**src/hdl/rnd_pkg.sv**
```systemverilog
package rnd_pkg;

   // Field widths
   localparam int TIME_W  = 32;
   localparam int KIND_W  = 3;
   localparam int NEXT_W  = 33;
   localparam int DELTA_W = 25;
   localparam int DAYS_W  = 16;
   localparam int DOE_W   = 18;
   localparam int YOE_W   = 9;
   localparam int DOY_W   = 9;
   localparam int MP_W    = 4;

   // Recurrence kinds
   localparam logic [KIND_W-1:0] KIND_ONCE    = 3'd0;
   localparam logic [KIND_W-1:0] KIND_MINUTE  = 3'd1;
   localparam logic [KIND_W-1:0] KIND_HOUR    = 3'd2;
   localparam logic [KIND_W-1:0] KIND_DAY     = 3'd3;
   localparam logic [KIND_W-1:0] KIND_WEEK    = 3'd4;
   localparam logic [KIND_W-1:0] KIND_WEEKDAY = 3'd5;
   localparam logic [KIND_W-1:0] KIND_MONTHLY = 3'd6;
   localparam logic [KIND_W-1:0] KIND_YEARLY  = 3'd7;

   // Spans in seconds
   localparam logic [DELTA_W-1:0] MINUTE_SECS = 25'd60;
   localparam logic [DELTA_W-1:0] HOUR_SECS   = 25'd3600;
   localparam logic [DELTA_W-1:0] DAY_SECS    = 25'd86400;
   localparam logic [DELTA_W-1:0] WEEK_SECS   = 25'd604800;

   // Civil date conversion, epoch 1600-03-01 (a multiple of 400 years)
   localparam logic [DOE_W-1:0] EPOCH_OFFSET = 18'd135080;
   localparam logic [DOE_W-1:0] ERA_DAYS     = 18'd146097;

   // Reciprocals for exact division by constants over the ranges used
   localparam logic [26:0] RECIP_675  = 27'd101806633;  // x < 2^26, shift 36
   localparam logic [16:0] RECIP_365Q = 17'd91930;      // x < 2^16, shift 25
   localparam logic [18:0] RECIP_365N = 19'd367720;     // x < 2^18, shift 27
   localparam logic [11:0] RECIP_153  = 12'd3427;       // x < 2^11, shift 19

   // Month codes
   localparam logic [MP_W-1:0] MONTH_FEB = 4'd2;
   localparam logic [MP_W-1:0] MONTH_APR = 4'd4;
   localparam logic [MP_W-1:0] MONTH_JUN = 4'd6;
   localparam logic [MP_W-1:0] MONTH_SEP = 4'd9;
   localparam logic [MP_W-1:0] MONTH_NOV = 4'd11;

   typedef enum logic [3:0] {
      ST_IDLE,
      ST_DAYS,
      ST_ERA,
      ST_Q1460,
      ST_NUM,
      ST_YOE,
      ST_DOY,
      ST_MP,
      ST_DELTA,
      ST_SUM
   } state_type;

   typedef enum logic [3:0] {
      STEP_NONE,
      STEP_LOAD,
      STEP_DAYS,
      STEP_ERA,
      STEP_Q1460,
      STEP_NUM,
      STEP_YOE,
      STEP_DOY,
      STEP_MP,
      STEP_DELTA,
      STEP_SUM
   } step_type;

   typedef struct packed {
      step_type step;
   } cmd_type;

   typedef struct packed {
      logic need_date;
   } status_type;

   // First day of year (March based) for each month index
   function automatic logic [DOY_W-1:0] month_start(input logic [MP_W-1:0] mp);
      logic [DOY_W-1:0] s;
      case (mp)
         4'd0:    s = 9'd0;
         4'd1:    s = 9'd31;
         4'd2:    s = 9'd61;
         4'd3:    s = 9'd92;
         4'd4:    s = 9'd122;
         4'd5:    s = 9'd153;
         4'd6:    s = 9'd184;
         4'd7:    s = 9'd214;
         4'd8:    s = 9'd245;
         4'd9:    s = 9'd275;
         4'd10:   s = 9'd306;
         4'd11:   s = 9'd337;
         default: s = 9'd0;
      endcase
      return s;
   endfunction

   // Days in a calendar month (1..12)
   function automatic logic [4:0] month_len(input logic [MP_W-1:0] month,
                                            input logic leap);
      logic [4:0] n;
      if (month == MONTH_FEB) begin
         n = leap ? 5'd29 : 5'd28;
      end else if (month == MONTH_APR || month == MONTH_JUN ||
                   month == MONTH_SEP || month == MONTH_NOV) begin
         n = 5'd30;
      end else begin
         n = 5'd31;
      end
      return n;
   endfunction

endpackage

```
**src/hdl/rnd_ctrl.sv**
```systemverilog
module rnd_ctrl (
   input  logic                clock,
   input  logic                reset,
   input  logic                req_tvalid,
   output logic                req_tready,
   output logic                rsp_tvalid,
   input  logic                rsp_tready,
   input  rnd_pkg::status_type status,
   output rnd_pkg::cmd_type    cmd
);

   rnd_pkg::state_type state_ff, state_in;
   logic rsp_valid_ff, rsp_valid_in;

   // State and output valid registers
   always_ff @(posedge clock) begin
      if (reset) begin
         state_ff     <= rnd_pkg::ST_IDLE;
         rsp_valid_ff <= 1'b0;
      end else begin
         state_ff     <= state_in;
         rsp_valid_ff <= rsp_valid_in;
      end
   end

   // Next state and datapath commands
   always_comb begin
      state_in     = state_ff;
      cmd.step     = rnd_pkg::STEP_NONE;
      req_tready   = 1'b0;
      rsp_valid_in = rsp_valid_ff && !rsp_tready;
      case (state_ff)
         rnd_pkg::ST_IDLE: begin
            req_tready = 1'b1;
            if (req_tvalid) begin
               cmd.step = rnd_pkg::STEP_LOAD;
               state_in = rnd_pkg::ST_DAYS;
            end
         end
         rnd_pkg::ST_DAYS: begin
            cmd.step = rnd_pkg::STEP_DAYS;
            state_in = status.need_date ? rnd_pkg::ST_ERA : rnd_pkg::ST_DELTA;
         end
         rnd_pkg::ST_ERA: begin
            cmd.step = rnd_pkg::STEP_ERA;
            state_in = rnd_pkg::ST_Q1460;
         end
         rnd_pkg::ST_Q1460: begin
            cmd.step = rnd_pkg::STEP_Q1460;
            state_in = rnd_pkg::ST_NUM;
         end
         rnd_pkg::ST_NUM: begin
            cmd.step = rnd_pkg::STEP_NUM;
            state_in = rnd_pkg::ST_YOE;
         end
         rnd_pkg::ST_YOE: begin
            cmd.step = rnd_pkg::STEP_YOE;
            state_in = rnd_pkg::ST_DOY;
         end
         rnd_pkg::ST_DOY: begin
            cmd.step = rnd_pkg::STEP_DOY;
            state_in = rnd_pkg::ST_MP;
         end
         rnd_pkg::ST_MP: begin
            cmd.step = rnd_pkg::STEP_MP;
            state_in = rnd_pkg::ST_DELTA;
         end
         rnd_pkg::ST_DELTA: begin
            cmd.step = rnd_pkg::STEP_DELTA;
            state_in = rnd_pkg::ST_SUM;
         end
         rnd_pkg::ST_SUM: begin
            // wait here until the output register is free
            if (!rsp_valid_ff || rsp_tready) begin
               cmd.step     = rnd_pkg::STEP_SUM;
               rsp_valid_in = 1'b1;
               state_in     = rnd_pkg::ST_IDLE;
            end
         end
         default: begin
            state_in = rnd_pkg::ST_IDLE;
         end
      endcase
   end

   assign rsp_tvalid = rsp_valid_ff;

endmodule

```
**src/hdl/rnd_datapath.sv**
```systemverilog
module rnd_datapath (
   input  logic                clock,
   input  rnd_pkg::cmd_type    cmd,
   input  logic [31:0]         req_tdata,
   input  logic [2:0]          req_tuser,
   output rnd_pkg::status_type status,
   output logic [39:0]         rsp_tdata
);

   logic [rnd_pkg::TIME_W-1:0]  time_ff;
   logic [rnd_pkg::KIND_W-1:0]  kind_ff;
   logic [rnd_pkg::DAYS_W-1:0]  days_ff;
   logic [rnd_pkg::DOE_W-1:0]   doe_ff;
   logic [6:0]                  q1460_ff;
   logic [rnd_pkg::DOE_W-1:0]   num_ff;
   logic [rnd_pkg::YOE_W-1:0]   yoe_ff;
   logic [rnd_pkg::DOY_W-1:0]   doy_ff;
   logic [rnd_pkg::MP_W-1:0]    mp_ff;
   logic [rnd_pkg::DELTA_W-1:0] delta_ff;
   logic [rnd_pkg::NEXT_W-1:0]  next_ff;

   logic [51:0]                 days_prod;
   logic [rnd_pkg::DOE_W-1:0]   z_day;
   logic [rnd_pkg::DOE_W-1:0]   doe_in;
   logic [32:0]                 q_prod;
   logic [rnd_pkg::DOE_W-1:0]   num_in;
   logic [36:0]                 yoe_prod;
   logic [rnd_pkg::DOE_W-1:0]   doy_in;
   logic [22:0]                 mp_prod;
   logic [rnd_pkg::DELTA_W-1:0] delta_in;

   // Day count: (t >> 7) / 675
   assign days_prod = 52'(time_ff[31:7]) * 52'(rnd_pkg::RECIP_675);

   // Day of era, era 0 or 1 over the input range
   always_comb begin
      z_day  = 18'(days_ff) + rnd_pkg::EPOCH_OFFSET;
      doe_in = (z_day >= rnd_pkg::ERA_DAYS) ? z_day - rnd_pkg::ERA_DAYS : z_day;
   end

   // doe / 1460 as (doe >> 2) / 365
   assign q_prod = 33'(doe_ff[17:2]) * 33'(rnd_pkg::RECIP_365Q);

   // doe - doe/1460 + doe/36524 - doe/146096
   always_comb begin
      logic [2:0] c_cent;
      c_cent = 3'(doe_ff >= 18'd36524) + 3'(doe_ff >= 18'd73048) +
               3'(doe_ff >= 18'd109572) + 3'(doe_ff >= 18'd146096);
      num_in = doe_ff - 18'(q1460_ff) + 18'(c_cent) - 18'(doe_ff == 18'd146096);
   end

   // Year of era
   assign yoe_prod = 37'(num_ff) * 37'(rnd_pkg::RECIP_365N);

   // Day of (March based) year
   always_comb begin
      logic [1:0]               c_hund;
      logic [rnd_pkg::DOE_W-1:0] ybase;
      c_hund = 2'(yoe_ff >= 9'd100) + 2'(yoe_ff >= 9'd200) + 2'(yoe_ff >= 9'd300);
      ybase  = 18'(yoe_ff) * 18'd365 + 18'(yoe_ff[8:2]) - 18'(c_hund);
      doy_in = doe_ff - ybase;
   end

   // Month index (5 * doy + 2) / 153
   assign mp_prod = 23'(11'(doy_ff) * 11'd5 + 11'd2) * 23'(rnd_pkg::RECIP_153);

   // Span to add for the kind
   always_comb begin
      logic [rnd_pkg::MP_W-1:0]  month;
      logic                      jan_feb;
      logic [rnd_pkg::YOE_W-1:0] yoe_adj;
      logic                      leap;
      logic [4:0]                mlen;
      logic [4:0]                dom0;
      logic [4:0]                rest;
      logic [2:0]                weeks;
      jan_feb = (mp_ff >= 4'd10);
      month   = jan_feb ? mp_ff - 4'd9 : mp_ff + 4'd3;
      yoe_adj = yoe_ff + 9'(jan_feb);
      // base year is a multiple of 400, so only the year of era matters
      leap    = (yoe_adj[1:0] == 2'd0) && (yoe_adj != 9'd100) &&
                (yoe_adj != 9'd200) && (yoe_adj != 9'd300);
      mlen    = rnd_pkg::month_len(month, leap);
      dom0    = 5'(doy_ff - rnd_pkg::month_start(mp_ff));
      rest    = mlen - 5'd1 - dom0;
      // whole weeks until the month turns over
      weeks   = 3'd1 + 3'(rest >= 5'd7) + 3'(rest >= 5'd14) +
                3'(rest >= 5'd21) + 3'(rest >= 5'd28);
      case (kind_ff)
         rnd_pkg::KIND_ONCE:    delta_in = '0;
         rnd_pkg::KIND_MINUTE:  delta_in = rnd_pkg::MINUTE_SECS;
         rnd_pkg::KIND_HOUR:    delta_in = rnd_pkg::HOUR_SECS;
         rnd_pkg::KIND_DAY:     delta_in = rnd_pkg::DAY_SECS;
         rnd_pkg::KIND_WEEK:    delta_in = rnd_pkg::WEEK_SECS;
         rnd_pkg::KIND_WEEKDAY: delta_in = 25'(weeks) * rnd_pkg::WEEK_SECS;
         rnd_pkg::KIND_MONTHLY: delta_in = 25'(mlen) * rnd_pkg::DAY_SECS;
         default:               delta_in = (leap ? 25'd366 : 25'd365) * rnd_pkg::DAY_SECS;
      endcase
   end

   // Step registers
   always_ff @(posedge clock) begin
      case (cmd.step)
         rnd_pkg::STEP_LOAD: begin
            time_ff <= req_tdata;
            kind_ff <= req_tuser;
         end
         rnd_pkg::STEP_DAYS:  days_ff  <= days_prod[51:36];
         rnd_pkg::STEP_ERA:   doe_ff   <= doe_in;
         rnd_pkg::STEP_Q1460: q1460_ff <= q_prod[31:25];
         rnd_pkg::STEP_NUM:   num_ff   <= num_in;
         rnd_pkg::STEP_YOE:   yoe_ff   <= yoe_prod[35:27];
         rnd_pkg::STEP_DOY:   doy_ff   <= doy_in[8:0];
         rnd_pkg::STEP_MP:    mp_ff    <= mp_prod[22:19];
         rnd_pkg::STEP_DELTA: delta_ff <= delta_in;
         rnd_pkg::STEP_SUM:   next_ff  <= 33'(time_ff) + 33'(delta_ff);
         default: begin
         end
      endcase
   end

   assign status.need_date = (kind_ff == rnd_pkg::KIND_WEEKDAY) ||
                             (kind_ff == rnd_pkg::KIND_MONTHLY) ||
                             (kind_ff == rnd_pkg::KIND_YEARLY);

   assign rsp_tdata = {7'd0, next_ff};

endmodule

```
**src/hdl/recurrence_next_date.sv**
```systemverilog
// Next occurrence of a recurring calendar event.
//
// Input channel req_*: one transfer carries a UTC Unix time in seconds and a
// recurrence kind (once, minute, hour, day, week, monthly same weekday,
// monthly, yearly). Output channel rsp_*: one transfer per input, carrying
// the next occurrence in seconds (33 bits, never wraps).
//
// Items are handled one at a time. Fixed-span kinds (once..week) go from the
// input registers through the day count, span and sum steps; the calendar
// kinds also go through the civil date conversion, a chain of six registered
// steps (some of them constant reciprocal multiplies), before the span step.
// req_tready is high only while the controller is idle, so a new item is
// taken only once the last one has been through its sum step.
// The result sits in an output register; the next input is taken while it
// waits. If the receiver stalls, the block holds its finished result in the
// last step until the output register is free.
// Reset (synchronous) returns the controller to idle and drops rsp_tvalid.
module recurrence_next_date (
   input  logic        clock,
   input  logic        reset,
   input  logic        req_tvalid,
   output logic        req_tready,
   input  logic [31:0] req_tdata,   // [31:0] start_time
   input  logic [2:0]  req_tuser,   // [2:0] kind
   output logic        rsp_tvalid,
   input  logic        rsp_tready,
   output logic [39:0] rsp_tdata    // [32:0] next_time, rest zero
);

   rnd_pkg::cmd_type    cmd;
   rnd_pkg::status_type status;

   rnd_ctrl u_ctrl (
      .clock      (clock),
      .reset      (reset),
      .req_tvalid (req_tvalid),
      .req_tready (req_tready),
      .rsp_tvalid (rsp_tvalid),
      .rsp_tready (rsp_tready),
      .status     (status),
      .cmd        (cmd)
   );

   rnd_datapath u_datapath (
      .clock     (clock),
      .cmd       (cmd),
      .req_tdata (req_tdata),
      .req_tuser (req_tuser),
      .status    (status),
      .rsp_tdata (rsp_tdata)
   );

`ifndef ASSERT_OFF
   // an accepted item always starts the day count next
   assert property (@(posedge clock) disable iff (reset)
      (req_tvalid && req_tready) |=> (cmd.step == rnd_pkg::STEP_DAYS))
      else $error("accepted item did not start the day count");

   // no new item is taken in the cycle the result is written
   assert property (@(posedge clock) disable iff (reset)
      !(req_tready && (cmd.step == rnd_pkg::STEP_SUM)))
      else $error("input taken during result write");

   // writing the result raises the output valid
   assert property (@(posedge clock) disable iff (reset)
      (cmd.step == rnd_pkg::STEP_SUM) |=> rsp_tvalid)
      else $error("result written but not presented");

   // output valid rises only after a result write
   assert property (@(posedge clock) disable iff (reset)
      $rose(rsp_tvalid) |-> $past(cmd.step == rnd_pkg::STEP_SUM))
      else $error("output valid without a result");
`endif

endmodule

```
**config.mk**
```make
export PLATFORM = sky130hd
export DESIGN_NAME = recurrence_next_date
export DESIGN_NICKNAME = d
export VERILOG_FILES = /design/src/hdl/rnd_pkg.sv /design/src/hdl/rnd_ctrl.sv /design/src/hdl/rnd_datapath.sv /design/src/hdl/recurrence_next_date.sv
export SDC_FILE = /design/constraint.sdc
export NUM_CORES = 2
export LEC_CHECK = 0
export BUFFER_PORTS_ARGS = -buffer_cell sky130_fd_sc_hd__buf_4
export CORE_UTILIZATION = 55
export CTS_BUF_LIST = sky130_fd_sc_hd__clkbuf_2
export DETAILED_ROUTE_END_ITERATION = 8
export PLACE_DENSITY = 0.72
export SLEW_MARGIN = 20
export SYNTH_ARGS = -nofsm -noshare
export SYNTH_HDL_FRONTEND = slang
export SYNTH_SLANG_ARGS = --single-unit
```
**constraint.sdc**
```tcl
create_clock -name clock -period 15.62 [get_ports clock]
set_clock_uncertainty 0.1 [all_clocks]
set_input_delay 2.343 -clock clock [delete_from_list [all_inputs] [get_ports clock]]
set_output_delay 2.343 -clock clock [all_outputs]
set_load 0.01 [all_outputs]
```
==> flow_metrics.tcl <==
set metrics [dict create \
    io_buffers 73 \
    layout-drive-gt1-share 0.0464 \
    grt_setup_unrepaired "false" \
    internal-power_mw 3.27 \
    path_class "flop to flop" \
    grt_pass1_vias 23365 \
    clk_pin_slew_ps 310 \
    routed_wl_um 71200 \
    die_w_um 247 \
    vias_per_cell 5.49 \
    power.total_mw 6.82 \
    fmax_mhz 129 \
    io_pins 81 \
    routabilityCongestion 0.928 \
    final_max_slew_viol_count 0 \
    power-per-cell-area_nw_per_um2 197 \
    place_ws_ps 7970 \
    avgSynthCellArea_um2 10.8 \
    cts_tree "yes" \
    ant_nets 0 \
    synth_cells 3044 \
    status "finished clean" \
    nets 4441 \
    final-hold-violation-count 0 \
    rows 89 \
    cp_slowest_stage_delay_ps 630 \
    worst_hold_slack_ps 370 \
    combPwrFrac 0.843 \
    fin_ws_ps 7880 \
    cts_setup_buffers 0 \
    clk_latency_ps 1100 \
    tns_ps 0 \
    wire_per_inst_um 18.2 \
    synth_seq_cells 178 \
    cts_resized 0 \
    r2r_slack_ps 7880 \
    hp-class "flop to flop" \
    grt_overflow 0 \
    p_leak_nw 17.8 \
    yosysSeqAreaShare 0.159 \
    synth_edf_count 168 \
    core_area_um2 59000 \
    dp_hpwl_um 60500 \
    clock-sinks 178 \
    grt.total_usage 0.250 \
    numCtsBuffers 17 \
    mostFrequentLayoutCell "ha_1" \
    swShare 0.520 \
    critPathMostFrequentCell "ha_1" \
    grt_max_degree 36 \
    fin_crit_sh 0.496 \
    vias 21493 \
    drc_errors 0 \
    async_flop_share 0 \
    synth.distinct_cells 80 \
    worst_ep_required_time_ps 16460 \
    drtIter0Drc 1050 \
    die_area_um2 60800 \
    die_y_um 247 \
    clock_power_share 0.039 \
    syn_area_um2 32900 \
    start_util 0.557 \
    max-cap-violations 0 \
    area_delta_synth_final_pct 5.49 \
    clk_path_buf_depth 2 \
    cpMaxStageDelayCell "edfxtp_1" \
    dr.pass1.iters 7 \
    yosysWarnings 0 \
    ir_drop_mv 0.245 \
    cts_htree_levels 4 \
    root_buffer "clkbuf_2" \
    start_kind "flop" \
    worstPathArrival_ps 8580 \
    report.final.setup_viol 0 \
    synthFlopType "edfxtp_1" \
    seqPwrFrac 0.118 \
    final_cell_mix "ha_1, inv_1, fa_1" \
    antenna_found_initial 1 \
    cp_max_fo 10 \
    grt_pass1_wl_um 118000 \
    worstMarginPinSlew_ps 1070 \
    slew_headroom 0.288 \
    postCtsHoldBufs 0 \
    p_sw_mw 3.55 \
    finalCriticalPeriod_ps 7740 \
    crit_path_end_kind "flop" \
]
power by group through the flow:
stage	Combinational, mW	Clock, mW	Sequential [mW]
floorplan	4.28	0	0.780
global route	6.60	0.291	0.814
global placement	5.52	0	0.814
finish	5.75	0.266	0.806
detailed placement	5.69	0	0.816
CTS	5.77	0.281	0.806
registers in the layout, summed over array words and instances, names as in the netlist, named ones only:
| signal | flops |
|---|---|
| u_datapath.next_ff | 33 |
| u_ctrl.state_ff | 4 |
| u_datapath.delta_ff | 19 |
| u_datapath.q1460_ff | 7 |
| u_datapath.doy_ff | 9 |
| u_datapath.yoe_ff | 9 |
| u_ctrl.rsp_tvalid | 1 |
| u_datapath.mp_ff | 4 |
| u_datapath.num_ff | 18 |
| u_datapath.doe_ff | 18 |
| u_datapath.time_ff | 32 |
| u_datapath.days_ff | 16 |
| u_datapath.kind_ff | 3 |
worst max-delay path: cells and delay by family, from the launching register on:
| family | cells | cell delay [ps] |
|---|---|---|
| adder cells (fa/ha/maj) | 11 | 3160 |
| AND/OR/NAND/NOR | 6 | 700 |
| XOR/XNOR | 2 | 320 |
| flip-flops | 1 | 630 |
| AO/OA/AOI/OAI | 11 | 2610 |
| buffers and inverters | 1 | 70 |
final cells by class:
cell class	instances	area, um2
Multi-Input combinational cell	2154	25000
Fill cell	4889	24300
Sequential cell	178	5250
Inverter	699	2620
Tap cell	773	967
Timing Repair Buffer	82	636
Clock inverter	14	166
Clock buffer	17	85.1
Antenna cell	1	2.50
cell families (layout without fill, tap and decap cells):
group           after synthesis  in the layout  synth area share
compound gates              360            360            0.0731
xor+xnor                    158            158            0.0421
fa+ha+maj                  1270           1270             0.585
buf+inv                     718            812            0.0832
flops                       178            178             0.159
mux                           9              9           0.00285
other cells                   1              8          0.000114
simple gates                350            350            0.0539
routing by layer:
metal,global-route usage,wire length [um],vias up
li1,-,-,10212
met3,0.0387,3490,88
met4,0.0752,1620,0
met5,0,0,-
met1,0.321,30700,10738
met2,0.433,35400,455
per-stage QoR:
stage,util,cells,cell area (um2)
after global routing,0.588,3918,34700
after global placement,0.583,3885,34400
after floorplan,-,3050,32900
after detailed placement,0.583,3885,34400
final,0.588,3918,34700
after CTS,0.588,3916,34700
Yosys cell counts, drive strengths merged (15+ instances only):
cell type	number	area share
ha	821	0.31
inv	699	0.080
fa	449	0.27
edfxtp	168	0.15
xnor2	117	0.031
a21oi	104	0.017
nand2	83	0.0095
nor2	76	0.0089
o21ai	57	0.0087
xor2	41	0.011
nor3	37	0.0058
a21o	36	0.0082
nand3	30	0.0046
a211oi	21	0.0049
nand4	21	0.0040
o21a	21	0.0048
nor2b	19	0.0036
nand2b	18	0.0034
o21bai	15	0.0038
final timing paths:
kind / startpoint / end / cells past startpoint
setup / recovery: u_datapath.yoe_ff[0] / u_datapath.delta_ff[18] / 31
hold / removal: u_datapath.time_ff[1] / u_datapath.next_ff[1] / 0
setup reg to reg: u_datapath.yoe_ff[0] / u_datapath.delta_ff[18] / 31
hold reg to reg: u_datapath.time_ff[1] / u_datapath.next_ff[1] / 0
(Power assumes the default switching activity.)
